`src/design/c8fd_pkg.sv`:
```
// ----------------------------------------------------------------------------
// c8fd_pkg: shared types and constants for the CRC-8 frame deframer
// Phase and result kind codes, config register indexes, result struct and
// the byte-wide CRC-8 update (poly 0x07, MSB first).
// ----------------------------------------------------------------------------
package c8fd_pkg;

  localparam int unsigned CfgIdxW  = 2;
  localparam int unsigned CfgDataW = 16;
  localparam int unsigned LenW     = 16;
  localparam int unsigned TdataW   = 48;
  localparam int unsigned TuserW   = 2;

  localparam logic [7:0] CrcPoly = 8'h07;

  localparam logic [CfgIdxW-1:0] REG_LEAD_BYTE  = 2'd0;
  localparam logic [CfgIdxW-1:0] REG_EMIT_LIMIT = 2'd1;

  localparam logic [7:0]      LeadByteRst  = 8'hA5;
  localparam logic [LenW-1:0] EmitLimitRst = 16'hFFFF;

  typedef enum logic [2:0] {
    PH_HUNT   = 3'd0,
    PH_OPCODE = 3'd1,
    PH_COMP   = 3'd2,
    PH_FLAG   = 3'd3,
    PH_SEQ    = 3'd4,
    PH_LEN_LO = 3'd5,
    PH_LEN_HI = 3'd6,
    PH_BODY   = 3'd7
  } phase_e;

  typedef enum logic [1:0] {
    KIND_PAYLOAD  = 2'd0,
    KIND_GOOD     = 2'd1,
    KIND_BAD_COMP = 2'd2,
    KIND_BAD_CRC  = 2'd3
  } kind_e;

  typedef struct packed {
    kind_e           kind;
    logic [7:0]      payload_byte;
    logic [7:0]      opcode;
    logic [7:0]      flag;
    logic [7:0]      sequence_num;
    logic [LenW-1:0] length;
    logic            end_of_frame;
  } result_t;

  function automatic logic [7:0] crc8_byte(input logic [7:0] crc, input logic [7:0] b);
    logic [7:0] c;
    c = crc ^ b;
    for (int i = 0; i < 8; i++) begin
      c = c[7] ? ({c[6:0], 1'b0} ^ CrcPoly) : {c[6:0], 1'b0};
    end
    return c;
  endfunction

endpackage

```
`src/design/c8fd_core.sv`:
```
// ----------------------------------------------------------------------------
// c8fd_core: frame phase tracking, header capture and CRC check
// Holds the per-frame state; decides the result of the current byte
// combinationally and advances state on each accepted beat.
// ----------------------------------------------------------------------------
module c8fd_core
  import c8fd_pkg::*;
(
  input  logic            clk_i,
  input  logic            rst_ni,
  input  logic            beat_i,
  input  logic [7:0]      byte_i,
  input  logic [7:0]      lead_byte_i,
  input  logic [LenW-1:0] emit_limit_i,
  output result_t         res_o,
  output logic            res_valid_o
);

  phase_e          phase_q, phase_d;
  logic [LenW-1:0] byte_count_q, byte_count_d;
  logic [7:0]      crc_q, crc_d;
  logic [7:0]      opcode_q, flag_q, seq_q;
  logic [LenW-1:0] held_len_q;

  logic [7:0] crc_next;
  logic       in_payload;
  logic       comp_ok;

  assign crc_next   = crc8_byte(crc_q, byte_i);
  assign in_payload = byte_count_q < held_len_q;
  assign comp_ok    = (~opcode_q) == byte_i;

  // next state
  always_comb begin
    phase_d      = phase_q;
    byte_count_d = byte_count_q;
    crc_d        = crc_q;
    unique case (phase_q)
      PH_HUNT: begin
        if (byte_i == lead_byte_i) begin
          phase_d = PH_OPCODE;
          crc_d   = crc8_byte(8'h00, byte_i);
        end
      end
      PH_OPCODE: begin
        phase_d = PH_COMP;
        crc_d   = crc_next;
      end
      PH_COMP: begin
        if (comp_ok) begin
          phase_d = PH_FLAG;
          crc_d   = crc_next;
        end else begin
          phase_d = PH_HUNT;
        end
      end
      PH_FLAG: begin
        phase_d = PH_SEQ;
        crc_d   = crc_next;
      end
      PH_SEQ: begin
        phase_d = PH_LEN_LO;
        crc_d   = crc_next;
      end
      PH_LEN_LO: begin
        phase_d = PH_LEN_HI;
        crc_d   = crc_next;
      end
      PH_LEN_HI: begin
        phase_d      = PH_BODY;
        crc_d        = crc_next;
        byte_count_d = '0;
      end
      PH_BODY: begin
        if (in_payload) begin
          crc_d        = crc_next;
          byte_count_d = byte_count_q + LenW'(1);
        end else begin
          phase_d      = PH_HUNT;
          byte_count_d = '0;
        end
      end
      default: phase_d = PH_HUNT;
    endcase
  end

  // result for the current byte
  always_comb begin
    res_valid_o        = 1'b0;
    res_o.kind         = KIND_PAYLOAD;
    res_o.payload_byte = '0;
    res_o.opcode       = opcode_q;
    res_o.flag         = flag_q;
    res_o.sequence_num = seq_q;
    res_o.length       = held_len_q;
    res_o.end_of_frame = 1'b0;
    unique case (phase_q)
      PH_COMP: begin
        if (!comp_ok) begin
          res_valid_o        = 1'b1;
          res_o.kind         = KIND_BAD_COMP;
          res_o.flag         = '0;
          res_o.sequence_num = '0;
          res_o.length       = '0;
          res_o.end_of_frame = 1'b1;
        end
      end
      PH_BODY: begin
        if (in_payload) begin
          res_valid_o        = byte_count_q < emit_limit_i;
          res_o.payload_byte = byte_i;
        end else begin
          res_valid_o        = 1'b1;
          res_o.kind         = (crc_q == byte_i) ? KIND_GOOD : KIND_BAD_CRC;
          res_o.end_of_frame = 1'b1;
        end
      end
      default: ;
    endcase
  end

  always_ff @(posedge clk_i or negedge rst_ni) begin
    if (!rst_ni) begin
      phase_q      <= PH_HUNT;
      byte_count_q <= '0;
      crc_q        <= '0;
    end else if (beat_i) begin
      phase_q      <= phase_d;
      byte_count_q <= byte_count_d;
      crc_q        <= crc_d;
    end
  end

  // header capture, no reset needed
  always_ff @(posedge clk_i) begin
    if (beat_i) begin
      unique case (phase_q)
        PH_OPCODE: opcode_q <= byte_i;
        PH_FLAG:   flag_q   <= byte_i;
        PH_SEQ:    seq_q    <= byte_i;
        PH_LEN_LO: held_len_q <= {8'h00, byte_i};
        PH_LEN_HI: held_len_q <= {byte_i, held_len_q[7:0]};
        default: ;
      endcase
    end
  end

  a_hunt_drops: assert property (@(posedge clk_i) disable iff (!rst_ni)
    beat_i && phase_q == PH_HUNT && byte_i != lead_byte_i |=> phase_q == PH_HUNT)
    else $error("non-lead byte left hunt phase");

  a_count_bound: assert property (@(posedge clk_i) disable iff (!rst_ni)
    phase_q == PH_BODY |-> byte_count_q <= held_len_q)
    else $error("payload count ran past header length");

  a_bad_comp_rehunt: assert property (@(posedge clk_i) disable iff (!rst_ni)
    beat_i && res_valid_o && res_o.kind == KIND_BAD_COMP |=> phase_q == PH_HUNT)
    else $error("bad complement did not resume hunting");

  a_end_rehunt: assert property (@(posedge clk_i) disable iff (!rst_ni)
    beat_i && phase_q == PH_BODY && res_o.end_of_frame |=>
      phase_q == PH_HUNT && byte_count_q == '0)
    else $error("frame end did not reset phase and count");

endmodule

```
`src/design/crc8_frame_deframer.sv`:
```
// ----------------------------------------------------------------------------
// crc8_frame_deframer: byte stream deframer for CRC-8 framed packets
// Hunts for the lead byte, checks the opcode complement and the trailing
// CRC-8, and forwards payload bytes with an end-of-frame status beat.
// ----------------------------------------------------------------------------
// Usage:
//   s_axis carries one received byte per beat. m_axis carries at most one
//   result per input beat: payload bytes (tuser = payload kind, tlast = 0)
//   up to the emit limit per frame, then one status beat with tlast = 1
//   (frame good, bad CRC) or a bad-complement status beat that ends the
//   frame early. Payload beats are provisional until the status beat.
//   Bytes dropped while hunting, header bytes and payload bytes past the
//   limit produce no output beat.
//   Throughput is one byte per cycle while the receiver is not stalling: the
//   byte-wide CRC update and the phase update sit between the frame state
//   registers and the output register, which shows each result on m_axis in the cycle after its input beat.
//   s_axis_tready stays high while the output register is empty or being
//   drained; a stalled receiver holds the result and backpressures input.
//   Reset returns to hunting with lead_byte = 0xA5 and emit limit = 65535.
//   The cfg port must be written only while idle; the block does not enforce it.
// ----------------------------------------------------------------------------
module crc8_frame_deframer
  import c8fd_pkg::*;
(
  input  logic                clk_i,
  input  logic                rst_ni,
  input  logic                cfg_we_i,
  input  logic [CfgIdxW-1:0]  cfg_idx_i,
  input  logic [CfgDataW-1:0] cfg_data_i,
  input  logic                s_axis_tvalid,
  output logic                s_axis_tready,
  input  logic [7:0]          s_axis_tdata,   // [7:0] data_byte
  output logic                m_axis_tvalid,
  input  logic                m_axis_tready,
  // [7:0] payload_byte, [15:8] frame_opcode, [23:16] frame_flag,
  // [31:24] frame_sequence, [47:32] frame_length
  output logic [TdataW-1:0]   m_axis_tdata,
  output logic [TuserW-1:0]   m_axis_tuser,   // [1:0] result_kind
  output logic                m_axis_tlast    // end_of_frame
);

  logic [7:0]      lead_byte_q;
  logic [LenW-1:0] emit_limit_q;

  logic    beat;
  result_t res;
  logic    res_valid;
  result_t out_q;
  logic    out_valid_q;

  always_ff @(posedge clk_i or negedge rst_ni) begin
    if (!rst_ni) begin
      lead_byte_q  <= LeadByteRst;
      emit_limit_q <= EmitLimitRst;
    end else if (cfg_we_i) begin
      unique case (cfg_idx_i)
        REG_LEAD_BYTE:  lead_byte_q  <= cfg_data_i[7:0];
        REG_EMIT_LIMIT: emit_limit_q <= cfg_data_i[LenW-1:0];
        default: ;
      endcase
    end
  end

  assign s_axis_tready = !out_valid_q || m_axis_tready;
  assign beat          = s_axis_tvalid && s_axis_tready;

  c8fd_core u_core (
    .clk_i        (clk_i),
    .rst_ni       (rst_ni),
    .beat_i       (beat),
    .byte_i       (s_axis_tdata),
    .lead_byte_i  (lead_byte_q),
    .emit_limit_i (emit_limit_q),
    .res_o        (res),
    .res_valid_o  (res_valid)
  );

  always_ff @(posedge clk_i or negedge rst_ni) begin
    if (!rst_ni) begin
      out_valid_q <= 1'b0;
    end else if (beat) begin
      out_valid_q <= res_valid;
    end else if (m_axis_tready) begin
      out_valid_q <= 1'b0;
    end
  end

  always_ff @(posedge clk_i) begin
    if (beat && res_valid) begin
      out_q <= res;
    end
  end

  assign m_axis_tvalid = out_valid_q;
  assign m_axis_tdata  = {out_q.length, out_q.sequence_num, out_q.flag,
                          out_q.opcode, out_q.payload_byte};
  assign m_axis_tuser  = out_q.kind;
  assign m_axis_tlast  = out_q.end_of_frame;

endmodule
```
`config.mk`:
```
export PLATFORM = sky130hd
export DESIGN_NAME = crc8_frame_deframer
export DESIGN_NICKNAME = d
export VERILOG_FILES = /design/src/design/c8fd_pkg.sv /design/src/design/c8fd_core.sv /design/src/design/crc8_frame_deframer.sv
export SDC_FILE = /design/constraint.sdc
export NUM_CORES = 1
export LEC_CHECK = 0
export BUFFER_PORTS_ARGS = -buffer_cell sky130_fd_sc_hd__buf_2
export CAP_MARGIN = 20
export CORE_ASPECT_RATIO = 1.1
export CORE_MARGIN = 10
export CORE_UTILIZATION = 52
export CTS_CLUSTER_SIZE = 40
export DETAILED_ROUTE_END_ITERATION = 10
export PLACE_DENSITY = 0.76
export SLEW_MARGIN = 20
export SYNTH_ARGS = -nofsm -noshare
export SYNTH_HDL_FRONTEND = slang
export SYNTH_SLANG_ARGS = --single-unit
```
`constraint.sdc`:
```
create_clock -name clk_i -period 4.9 [get_ports clk_i]
set_input_delay 1.47 -clock clk_i [delete_from_list [all_inputs] [get_ports clk_i]]
set_output_delay 1.47 -clock clk_i [all_outputs]
set_load 0.01 [all_outputs]
```
-- Yosys cells after proc, flatten, opt, wreduce, memory -nomap -nowiden
Cells that the tools add are included.
- reduce and logical (&&, ||, !) cells: 21
- bitwise operators: 19
- muxes and demuxes: 40
- equal/unequal tests: 15
- $add $sub $neg: 1
- $lt $le $gt $ge: 2
- operator list (operator ; count):
    16-bit case mux with 2 select lines ; 2
    3-bit 2-to-1 mux ; 18
    3-bit NOT ; 16
    33-bit 2-to-1 mux ; 1
    16-bit < comparator ; 2
    32-bit 2-to-1 mux ; 1
    8-bit case mux with 4 select lines ; 1
    8-bit == test ; 3
    8-bit 2-to-1 mux ; 3
    3-bit case mux with 8 select lines ; 1
    16-bit by 1-bit adder with 16-bit output (second input constant) ; 1
    16-bit 2-to-1 mux ; 1
    2-bit AND reduction ; 8
    3-bit == test (second input constant) ; 4
    2-bit 2-to-1 mux ; 4
    8-bit NOT ; 1
    8-bit XOR ; 1
    3-bit by 2-bit == test with 1-bit output (second input constant) ; 2
    2-bit by 1-bit inequality test with 1-bit output (second input constant) ; 3
    3-bit AND reduction ; 2
    2-bit nonzero test ; 3
    1-bit 2-to-1 mux ; 5
    5-bit OR reduction ; 1
    1-bit case mux with 2 select lines ; 2
    11 further kinds ; 12
- flip-flop bits (word level): 143
- word-level logic and storage cells: 116
- output and inout port bits: 53
- input bits: 31

-- Depth between registers and ports, before layout
Gate-level depths: netlist of run 1.
- depth after elaboration: 19
- gate-level depth with buffers: 10
- depth with buffers taken out: 9

-- Cells and area by module
A second synthesis of run 1 with hierarchy kept.
- cells, all modules: 567
- area, all modules: 7029.2 um^2
- by module, submodules not included (module ; instances ; cells each ; seq. area each (um^2) ; area an instance (um^2)):
    c8fd_core ; 1 ; 459 ; 1876.8 ; 4498.1
    crc8_frame_deframer ; 1 ; 108 ; 2182.1 ; 2531.2

-- Worst setup path before layout of run 1
No wires, ideal clock.
- kind: in2reg
- start point: input port s_axis_tdata[0]
- end point: register out_q (netlist bit m_axis_tdata[0]) (enable)
- arrival: 5.046 ns
- data required time: 4.424 ns
- path buffers: 2
- stages on the path: 8
- library setup time: 0.476 ns
- setup slack: -0.623 ns
- path through: buf_4 > xor2_2 > nand4_1 > o21ai_1 > or3_1 > buf_6 > nor2b_1 > a21oi_1
- longest elaborated chain between the ends: 4
- ends and longest elaborated chain (what ; RTL line ; RTL):
    from (decl) ; crc8_frame_deframer.sv:32 ; input logic [7:0] s_axis_tdata,
    8-bit == test ; c8fd_core.sv:31 ; assign comp_ok = (~opcode_q) == byte_i;
    1-bit 2-to-1 mux ; c8fd_core.sv:99 ; if (!comp_ok) begin
    1-bit case mux with 2 select lines ; c8fd_core.sv:97 ; unique case (phase_q)
    1-bit logical AND ; crc8_frame_deframer.sv:89 ; if (beat && res_valid) begin
    to (signal assigned) ; crc8_frame_deframer.sv:90 ; out_q <= res;
    to (decl) ; crc8_frame_deframer.sv:48 ; result_t out_q;
Every way passes these cells.
A chain may end at the register's enable or synchronous reset.

-- Final worst setup path of run 1
- start point: input port m_axis_tready
- end point: output port s_axis_tready
- longest elaborated chain between the ends: 1
- ends and longest elaborated chain (what ; RTL line ; RTL):
    from (decl) ; crc8_frame_deframer.sv:34 ; input logic m_axis_tready,
    1-bit logical OR ; crc8_frame_deframer.sv:64 ; assign s_axis_tready = !out_valid_q || m_axis_tready;
    to (decl) ; crc8_frame_deframer.sv:31 ; output logic s_axis_tready,
Every way passes these cells.

==> results.txt, run 1 <==
----------------------------------------------------
[Synthesis]
  Largest area contributor in the synthesized netlist ... sky130_fd_sc_hd__edfxtp_1
  Number of flops mapped to enable cells by yosys ... 91
  Post-synthesis register bit count ... roughly 140
  Top_reg_cell synth ... sky130_fd_sc_hd__edfxtp_1
  Nets in the synthesized netlist ... between 600 and 700
  Commonest cells in the netlist ... 91 x sky130_fd_sc_hd__edfxtp_1, 49 x sky130_fd_sc_hd__and2_1, 38 x sky130_fd_sc_hd__nor2_1, 35 x sky130_fd_sc_hd__inv_1
  Most instantiated library cell after synthesis ... sky130_fd_sc_hd__edfxtp_1
  Cell types occupying the most area after synthesis ... sky130_fd_sc_hd__edfxtp_1 39%, sky130_fd_sc_hd__dfrtp_1 11%, sky130_fd_sc_hd__dfstp_2 7.5%
  Library cells used by synthesis ... 47
  Post-synth design cell area ... 7044 um^2
  Area fraction of the dominant cell type after synthesis ... a little under 40%
  Share of synthesized registers carrying an async set or reset ... a little over a third
  Post-synthesis cell count ... between 500 and 600
  Post-Syn Area per Cell ... 12.17 um^2
  Synthesis warning total ... 0
  Share of synthesized area occupied by flip-flops and latches ... 57.62%

[Drt]
  Drt via density ... 5.413
  Violation count after the first detailed-route iteration ... 416
  Remaining DRCs ... 0
  Routed Wire Length ... 14770 um
  DR vias ... 4525
  First-pass iteration count of the detailed router ... 5
  Residual antenna-violating net count after detailed routing ... 0
  Routed length per instance ... around 18 um

[STA]
  Slew Limit Headroom ... 46.30%
  Final number of hold-violating endpoints ... 0
  Least-Margin Pin Slew ... 0.8025 ns
  Unrepaired setup endpoints after global routing ... no
  Clock skew ... around 0.0085 ns
  Summed negative setup slack over all endpoints ... 0 ns
  Highest achievable clock rate ... 0.2919 GHz
  Ratio of final minimum period to clock period ... 69.91%
  Count of pins over their slew limit ... 0
  Final critical-path required period ... 3.425 ns
  Count of endpoints failing setup in the final report ... 0

[Final layout]
  Post-layout util ... just over 60%
  Final antenna diode count ... 0
  Area delta synth->final ... 15.81%
  Fraction of final layout cells with drive strength greater than 1 ... 26.07%
  Final Instance Count excl. Fillers ... 836
  Fillers ... 1025
  Footprint of the multi-input gates ... between 2000 and 3000 um^2
  Register area ... 4059 um^2
  Final net count ... between 700 and 800

[Pwr]
  Worst VDD drop ... 0.2413 mV
  Leakage power figure ... 3.436 nW
  Power per cell area ... 496.5 nW/um^2

[Global routing]
  First-pass GRT wire length ... 23720 um
  Number of antenna violations at the first check in global routing ... 0
  Combined global-route utilization of all metal layers ... approximately 16%
  Total overflow reported by the global router ... 0
  Pin count of the biggest net entering global routing ... between 50 and 60
  Via count of the first global-routing pass ... about 4600

[Clock network]
  Root Buffer Master ... sky130_fd_sc_hd__clkbuf_16
  Sink Count ... between 100 and 150
  Bufs on Longest Clock Path ... 2
  Clk slew on worst S/H paths ... 0.06 ns
  Number of buffers inserted for hold repair after clock tree synthesis ... 0
  Number of CTS-inserted buffers ... 17
  Insertion delay of the later-clocked pin in the worst-skew pair ... 0.43 ns
  H-Tree Depth ... 4
  # resized after CTS ... 0
  Clock tree from TritonCTS ... built
  Post-CTS repair timing setup buffer count ... 0

[Critical path]
  Series of cell instances along the critical path ... buf_2 -> nand2b_1 -> buf_2
  Most common cell type on the critical path ... sky130_fd_sc_hd__buf_2
  Crit path required time ... 3.43 ns
  Delay of the slowest cell on the worst path ... 0.21 ns
  CP Launch Type ... input pin
  Largest fanout of any net on the critical path ... 5
  Arrival time of the worst setup path ... 1.96 ns
  Kind of end point of the critical path ... output pin
  Critical path type ... in2out
  Slowest stage cell, crit path ... sky130_fd_sc_hd__nand2b_1

[Min path]
  Worst min-delay path class ... reg2reg

[Floorplan]
  Area of the die ... 18610 um^2
  Die Span Y ... ~140 um
  Number of ports placed on the die boundary ... 84
  Core Rows ... between 40 and 50
  Starting density of the core ... 53.31%
  Die width ... 131.0 um
  Placeable core region ... about 13000 um^2

[Placement]
  Final HPWL DP ... between 10000 and 15000 um
  Placed cell count ... 804
  Last weighted congestion value of the routability-driven placer ... 0.8174
  Count of input and output buffers ... 83

[Run status]
  Run status ... complete, no violations

[Run]
  Max cap viols ... 0

----------------------------------------------------
## report_power, final
group	internal [mW]	switching, mW	leakage (nW)
combinational	0.449	0.575	1.70
clock	0.727	0.565	0.290
sequential	1.55	0.189	1.45
total	2.72	1.33	3.44
## layout make-up
type / instances / share of cell area [%]
sequential: 143 / 49.75
multi-input combinational: 378 / 33.45
timing repair buffer: 87 / 5.491
clock buffer: 17 / 5.215
tap: 161 / 2.469
clock inverter: 15 / 2.009
inverter: 35 / 1.610
## state kept, by name, indices dropped and copies added, names as in the netlist
name / cells
m_axis_tlast: 1
m_axis_tvalid: 1
m_axis_tdata: 48
emit_limit_q: 16
lead_byte_q: 8
m_axis_tuser: 2
u_core.byte_count_q: 16
u_core.opcode_q: 8
u_core.seq_q: 8
u_core.crc_q: 8
u_core.held_len_q: 16
u_core.flag_q: 8
u_core.phase_q: 3
## metal layers
layer,vias up,wire length [um],track usage (%)
met5,-,0,0
met4,0,252,6.503
met3,16,834,3.727
met2,142,7362,27.82
met1,2188,6324,19.83
li1,2179,-,-
## metrics by stage
stage          hold WS, ns  total power [mW]  worst slack (ns)  cell area (um^2)
2_1_floorplan       0.4476             2.498            0.3957              7048
3_3_place_gp        0.4848             2.704             1.172              7556
3_5_place_dp        0.4701             2.762             1.085              7559
4_1_cts             0.4921             4.060             1.483              8148
5_1_grt             0.5073             4.266             1.384              8158
6_report            0.4911             4.051             1.475              8158
## placed cells by master (no fill, tap or decap), types with 4 or more instances in the layout
master                       n
sky130_fd_sc_hd__inv_1      35
sky130_fd_sc_hd__inv_6       7
sky130_fd_sc_hd__o21ai_0    18
sky130_fd_sc_hd__a22o_1      4
sky130_fd_sc_hd__and3_1      8
sky130_fd_sc_hd__xor2_2      4
sky130_fd_sc_hd__ha_1       34
sky130_fd_sc_hd__xor2_1     23
sky130_fd_sc_hd__dfstp_2    20
sky130_fd_sc_hd__a21oi_1    22
sky130_fd_sc_hd__and2_1     49
sky130_fd_sc_hd__nor2_1     38
sky130_fd_sc_hd__nor2b_1    16
sky130_fd_sc_hd__clkbuf_16  17
sky130_fd_sc_hd__nor3_1      6
sky130_fd_sc_hd__edfxtp_1   91
sky130_fd_sc_hd__mux2_2     25
sky130_fd_sc_hd__inv_8       5
sky130_fd_sc_hd__buf_4       5
sky130_fd_sc_hd__a21o_1      6
sky130_fd_sc_hd__nand3_1    11
sky130_fd_sc_hd__nand2_1    34
sky130_fd_sc_hd__buf_2      82
sky130_fd_sc_hd__nand4_1    10
sky130_fd_sc_hd__dfrtp_1    32
sky130_fd_sc_hd__xnor2_1    31
## path summary, 6_finish.rpt
| kind | from | endpoint | slack (ns) | depth (start not counted) |
|---|---|---|---|---|
| min in group asynchronous | rst_ni | lead_byte_q[1] | 1.07 | 1 |
| setup reg to reg | emit_limit_q[6] | m_axis_tdata[46] | 1.76 | 9 |
| hold / removal | u_core.opcode_q[7] | m_axis_tdata[15] | 0.49 | 0 |
| setup / recovery | m_axis_tready | s_axis_tready | 1.47 | 3 |
| max in group asynchronous | rst_ni | u_core.byte_count_q[14] | 3.37 | 1 |
| hold reg to reg | u_core.opcode_q[7] | m_axis_tdata[15] | 0.49 | 0 |
## worst max-delay path, delay by kind of cell
| kind | cells | cell delay (ns) |
|---|---|---|
| simple gates | 1 | 0.21 |
| buf+inv | 2 | 0.27 |
## logic make-up after synthesis
family | synth area share, %
AND/OR/NAND/NOR | 14.72
flip-flops | 57.62
AO/OA/AOI/OAI | 5.897
XOR/XNOR | 7.638
buffers and inverters | 3.943
adder cells (fa/ha/maj) | 6.039
multiplexers | 4.139
Note: power is estimated with default switching activity, not from simulation.
==> run 2, diff against run 1 <==
- ABC_AREA: unset -> 1
- PLACE_DENSITY: 0.76 -> 0.73
- clock period: 4.9 -> 3.55 ns (I/O delays scaled with it)
==> run 2 against run 1 <==
  * Clock skew grew 0.00081 ns
  * Sequential share of layout area shrank 0.32 points
  * Flip-flop and latch count is the same
  * Non-clock buffer count grew 2
  * Combinational power grew 47%
  * Count of clock-buffer cells in the layout grew 1
  * Sequential power grew 34%
==> results.txt, run 2 <==
----------------------------------------------------
[Run status]
  Run status ... complete, no violations

[Clock network]
  Clk slew on worst S/H paths ... 0.06 ns
  Post-CTS repair timing setup buffer count ... 0
  H-Tree Depth ... 4
  Number of CTS-inserted buffers ... 17
  Bufs on Longest Clock Path ... 2
  Root Buffer Master ... sky130_fd_sc_hd__clkbuf_16
  Number of buffers inserted for hold repair after clock tree synthesis ... 0
  Clock tree from TritonCTS ... built
  Insertion delay of the later-clocked pin in the worst-skew pair ... 0.42 ns
  # resized after CTS ... 0
  Sink Count ... 143

[Global routing]
  Met3 track demand over resource in global routing ... 4.308%
  GRT busiest layer ... met2
  Number of antenna violations at the first check in global routing ... 0
  Global routing usage on met1 ... around 22%
  First-pass GRT wire length ... 26250 um
  Pin count of the biggest net entering global routing ... 52
  Via count of the first global-routing pass ... 5091
  Combined global-route utilization of all metal layers ... around 18%
  Met2 demand-to-capacity share in global routing ... 28.86%
  Total overflow reported by the global router ... 0

[Synthesis]
  Area fraction of the dominant cell type after synthesis ... 38.65%
  Cell types occupying the most area after synthesis ... sky130_fd_sc_hd__edfxtp_1 39%, sky130_fd_sc_hd__dfrtp_1 11%, sky130_fd_sc_hd__nand2_1 8.2%
  Library cells used by synthesis ... 36
  Post-synthesis register bit count ... 143
  Share of synthesized registers carrying an async set or reset ... 36.36%
  Synthesis warning total ... 0
  Number of flops mapped to enable cells by yosys ... 91
  Largest area contributor in the synthesized netlist ... sky130_fd_sc_hd__edfxtp_1
  Post-synth design cell area ... 7069 um^2
  Nets in the synthesized netlist ... 802
  Post-synthesis cell count ... 737
  Share of synthesized area occupied by flip-flops and latches ... 57.42%
  Commonest cells in the netlist ... 154 x sky130_fd_sc_hd__nand2_1, 102 x sky130_fd_sc_hd__inv_1, 98 x sky130_fd_sc_hd__nor2_1, 91 x sky130_fd_sc_hd__edfxtp_1, 34 x sky130_fd_sc_hd__ha_1
  Top_reg_cell synth ... sky130_fd_sc_hd__edfxtp_1
  Post-Syn Area per Cell ... 9.592 um^2
  Most instantiated library cell after synthesis ... sky130_fd_sc_hd__nand2_1

[Pwr]
  Power after layout ... approximately 5.5 mW
  Net switching power ... between 1.5 and 2 mW
  Internal cell power ... approximately 3.6 mW
  Share of total power in the clock network ... 30.0%
  Combinational group share of total power ... between 20% and 30%
  Worst VDD drop ... 0.3570 mV
  Register share of total power ... 42.5%
  Power per cell area ... about 670 nW/um^2
  Leakage power figure ... slightly below 4 nW
  Sw Share ... 33.49%

[Drt]
  First-pass iteration count of the detailed router ... 5
  DR vias ... 5161
  Routed Wire Length ... 16200 um
  Routed length per instance ... 15.86 um
  Drt via density ... 5.050
  Remaining DRCs ... 0
  Violation count after the first detailed-route iteration ... 324
  Residual antenna-violating net count after detailed routing ... 0

[Floorplan]
  Die Span Y ... 142.3 um
  Placeable core region ... 13270 um^2
  Starting density of the core ... roughly 53%
  Core Rows ... 44
  Number of ports placed on the die boundary ... 84
  Die width ... 131.2 um
  Area of the die ... ~19000 um^2

[STA]
  Final number of hold-violating endpoints ... 0
  Final critical-path required period ... 2.623 ns
  Clock skew ... between 0.009 and 0.01 ns
  Summed negative setup slack over all endpoints ... 0 ns
  Count of pins over their slew limit ... 0
  Least-Margin Pin Slew ... 0.9223 ns
  Count of endpoints failing setup in the final report ... 0
  Ratio of final minimum period to clock period ... 73.89%
  Slew Limit Headroom ... between 30% and 40%
  Highest achievable clock rate ... 0.3812 GHz
  Unrepaired setup endpoints after global routing ... no

[Placement]
  Placed Area ... 7665 um^2
  Last weighted congestion value of the routability-driven placer ... 0.9294
  Placed cell count ... 990
  Final HPWL DP ... about 12000 um
  Count of input and output buffers ... 83

[Final layout]
  Cell area after layout ... 8210 um^2
  Flip-flop count of the largest register, all copies and words added ... 48
  Leading cell types in the layout, fill and taps excluded ... 154 x sky130_fd_sc_hd__nand2_1, 101 x sky130_fd_sc_hd__inv_1, 98 x sky130_fd_sc_hd__nor2_1
  Commonest non-fill, non-tap cell in the layout ... sky130_fd_sc_hd__nand2_1
  Area delta synth->final ... 16.14%
  Fraction of final layout cells with drive strength greater than 1 ... about a fifth
  Fillers ... 1113
  Final Instance Count excl. Fillers ... a little over 1000
  Final net count ... a little under 900
  Final antenna diode count ... 0

[Critical path]
  Arrival time of the worst setup path ... ~2.7 ns
  Worst path depth ... 11
  Series of cell instances along the critical path ... ha_1 -> nand2_1 -> o21bai_1 -> a21oi_1 -> nor2_1 -> nand2_1 -> nand2_1 -> nand3_1 -> nand2_1 -> inv_2 -> buf_12
  Kind of end point of the critical path ... flip-flop
  CP Launch Type ... flip-flop
  Slowest stage cell, crit path ... sky130_fd_sc_hd__dfrtp_1
  Number of buffers and inverters on the critical path ... 2
  Delay of the slowest cell on the worst path ... roughly 0.47 ns
  Number of cell instances on the worst register-to-register path ... 11
  Critical path type ... reg2reg
  Crit path required time ... 3.65 ns
  Largest delay contributor family on the critical path ... simple AND/OR/NAND/NOR gates
  Most common cell type on the critical path ... sky130_fd_sc_hd__nand2_1
  Largest fanout of any net on the critical path ... between 50 and 60

[Min path]
  Number of stages on the worst hold path ... 0
  Worst min-delay path class ... reg2reg

[Run]
  Max cap viols ... 0

----------------------------------------------------
==> run 2: cell types whose count changed in the layout (fill, tap and decap cells not counted), moves of 11 or more <==
cell	previous run	this run
sky130_fd_sc_hd__and2_1	49	0
sky130_fd_sc_hd__mux2_2	25	0
sky130_fd_sc_hd__nand2_1	34	154
sky130_fd_sc_hd__nor2b_1	16	0
sky130_fd_sc_hd__o21ai_0	18	31
sky130_fd_sc_hd__inv_2	0	11
sky130_fd_sc_hd__nor2_1	38	98
sky130_fd_sc_hd__xnor2_1	31	15
sky130_fd_sc_hd__inv_1	35	101
sky130_fd_sc_hd__nand3_1	11	31
==> run 2: layer usage <==
| layer | up-vias | part of all wire, % |
|---|---|---|
| met5 | - | 0 |
| met4 | 0 | 2.2 |
| met3 | 23 | 5.6 |
| met2 | 162 | 48 |
| met1 | 2417 | 44 |
| li1 | 2559 | - |
==> run 2: metrics by stage <==
stage | hold slack, ns | utilization (%) | worst slack (ns)
floorplan | 0.4415 | - | 0.1880
global placement | 0.4697 | 57.77 | 0.7956
detailed placement | 0.4811 | 57.77 | 0.7376
CTS | 0.4948 | 61.88 | 0.9332
global route | 0.5029 | 61.88 | 0.7518
finish | 0.4887 | 61.88 | 0.9269
==> run 2: power by group through the flow <==
stage	Combinational, mW	Clock [mW]	Sequential (mW)
final	1.50	1.64	2.32
after global routing	1.73	1.73	2.35
after CTS	1.50	1.68	2.32
after detailed placement	1.49	0	2.35
after global placement	1.45	0	2.34
after floorplan	1.06	0	2.35
==> run 2: final cells by class <==
cell class	count	area (um^2)	share of cell area, %
Sequential cell	143	4059	49.44
Multi-Input combinational cell	462	2482	30.23
Timing Repair Buffer	89	473.0	5.760
Clock buffer	18	429.2	5.227
Inverter	112	420.4	5.120
Tap cell	184	230.2	2.804
Clock inverter	14	116.4	1.417
==> run 2: worst paths after layout <==
check                                         from                to  slack (ns)
setup / recovery           u_core.byte_count_q[11]  m_axis_tdata[42]        0.93
hold / removal                  u_core.opcode_q[3]  m_axis_tdata[11]        0.49
setup reg to reg           u_core.byte_count_q[11]  m_axis_tdata[42]        0.93
hold reg to reg                 u_core.opcode_q[3]  m_axis_tdata[11]        0.49
max in group asynchronous                   rst_ni   emit_limit_q[9]        1.95
min in group asynchronous                   rst_ni   u_core.crc_q[6]        0.77
==> run 2: kinds of logic (layout without fill, tap and decap cells) <==
family	after synthesis	count (layout)	share of synthesized area, %
AO/OA/AOI/OAI	69	69	5.398
XOR/XNOR	33	33	4.089
adder cells (fa/ha/maj)	34	34	6.018
buffers and inverters	132	233	7.469
flip-flops	143	143	57.42
AND/OR/NAND/NOR	326	326	19.61
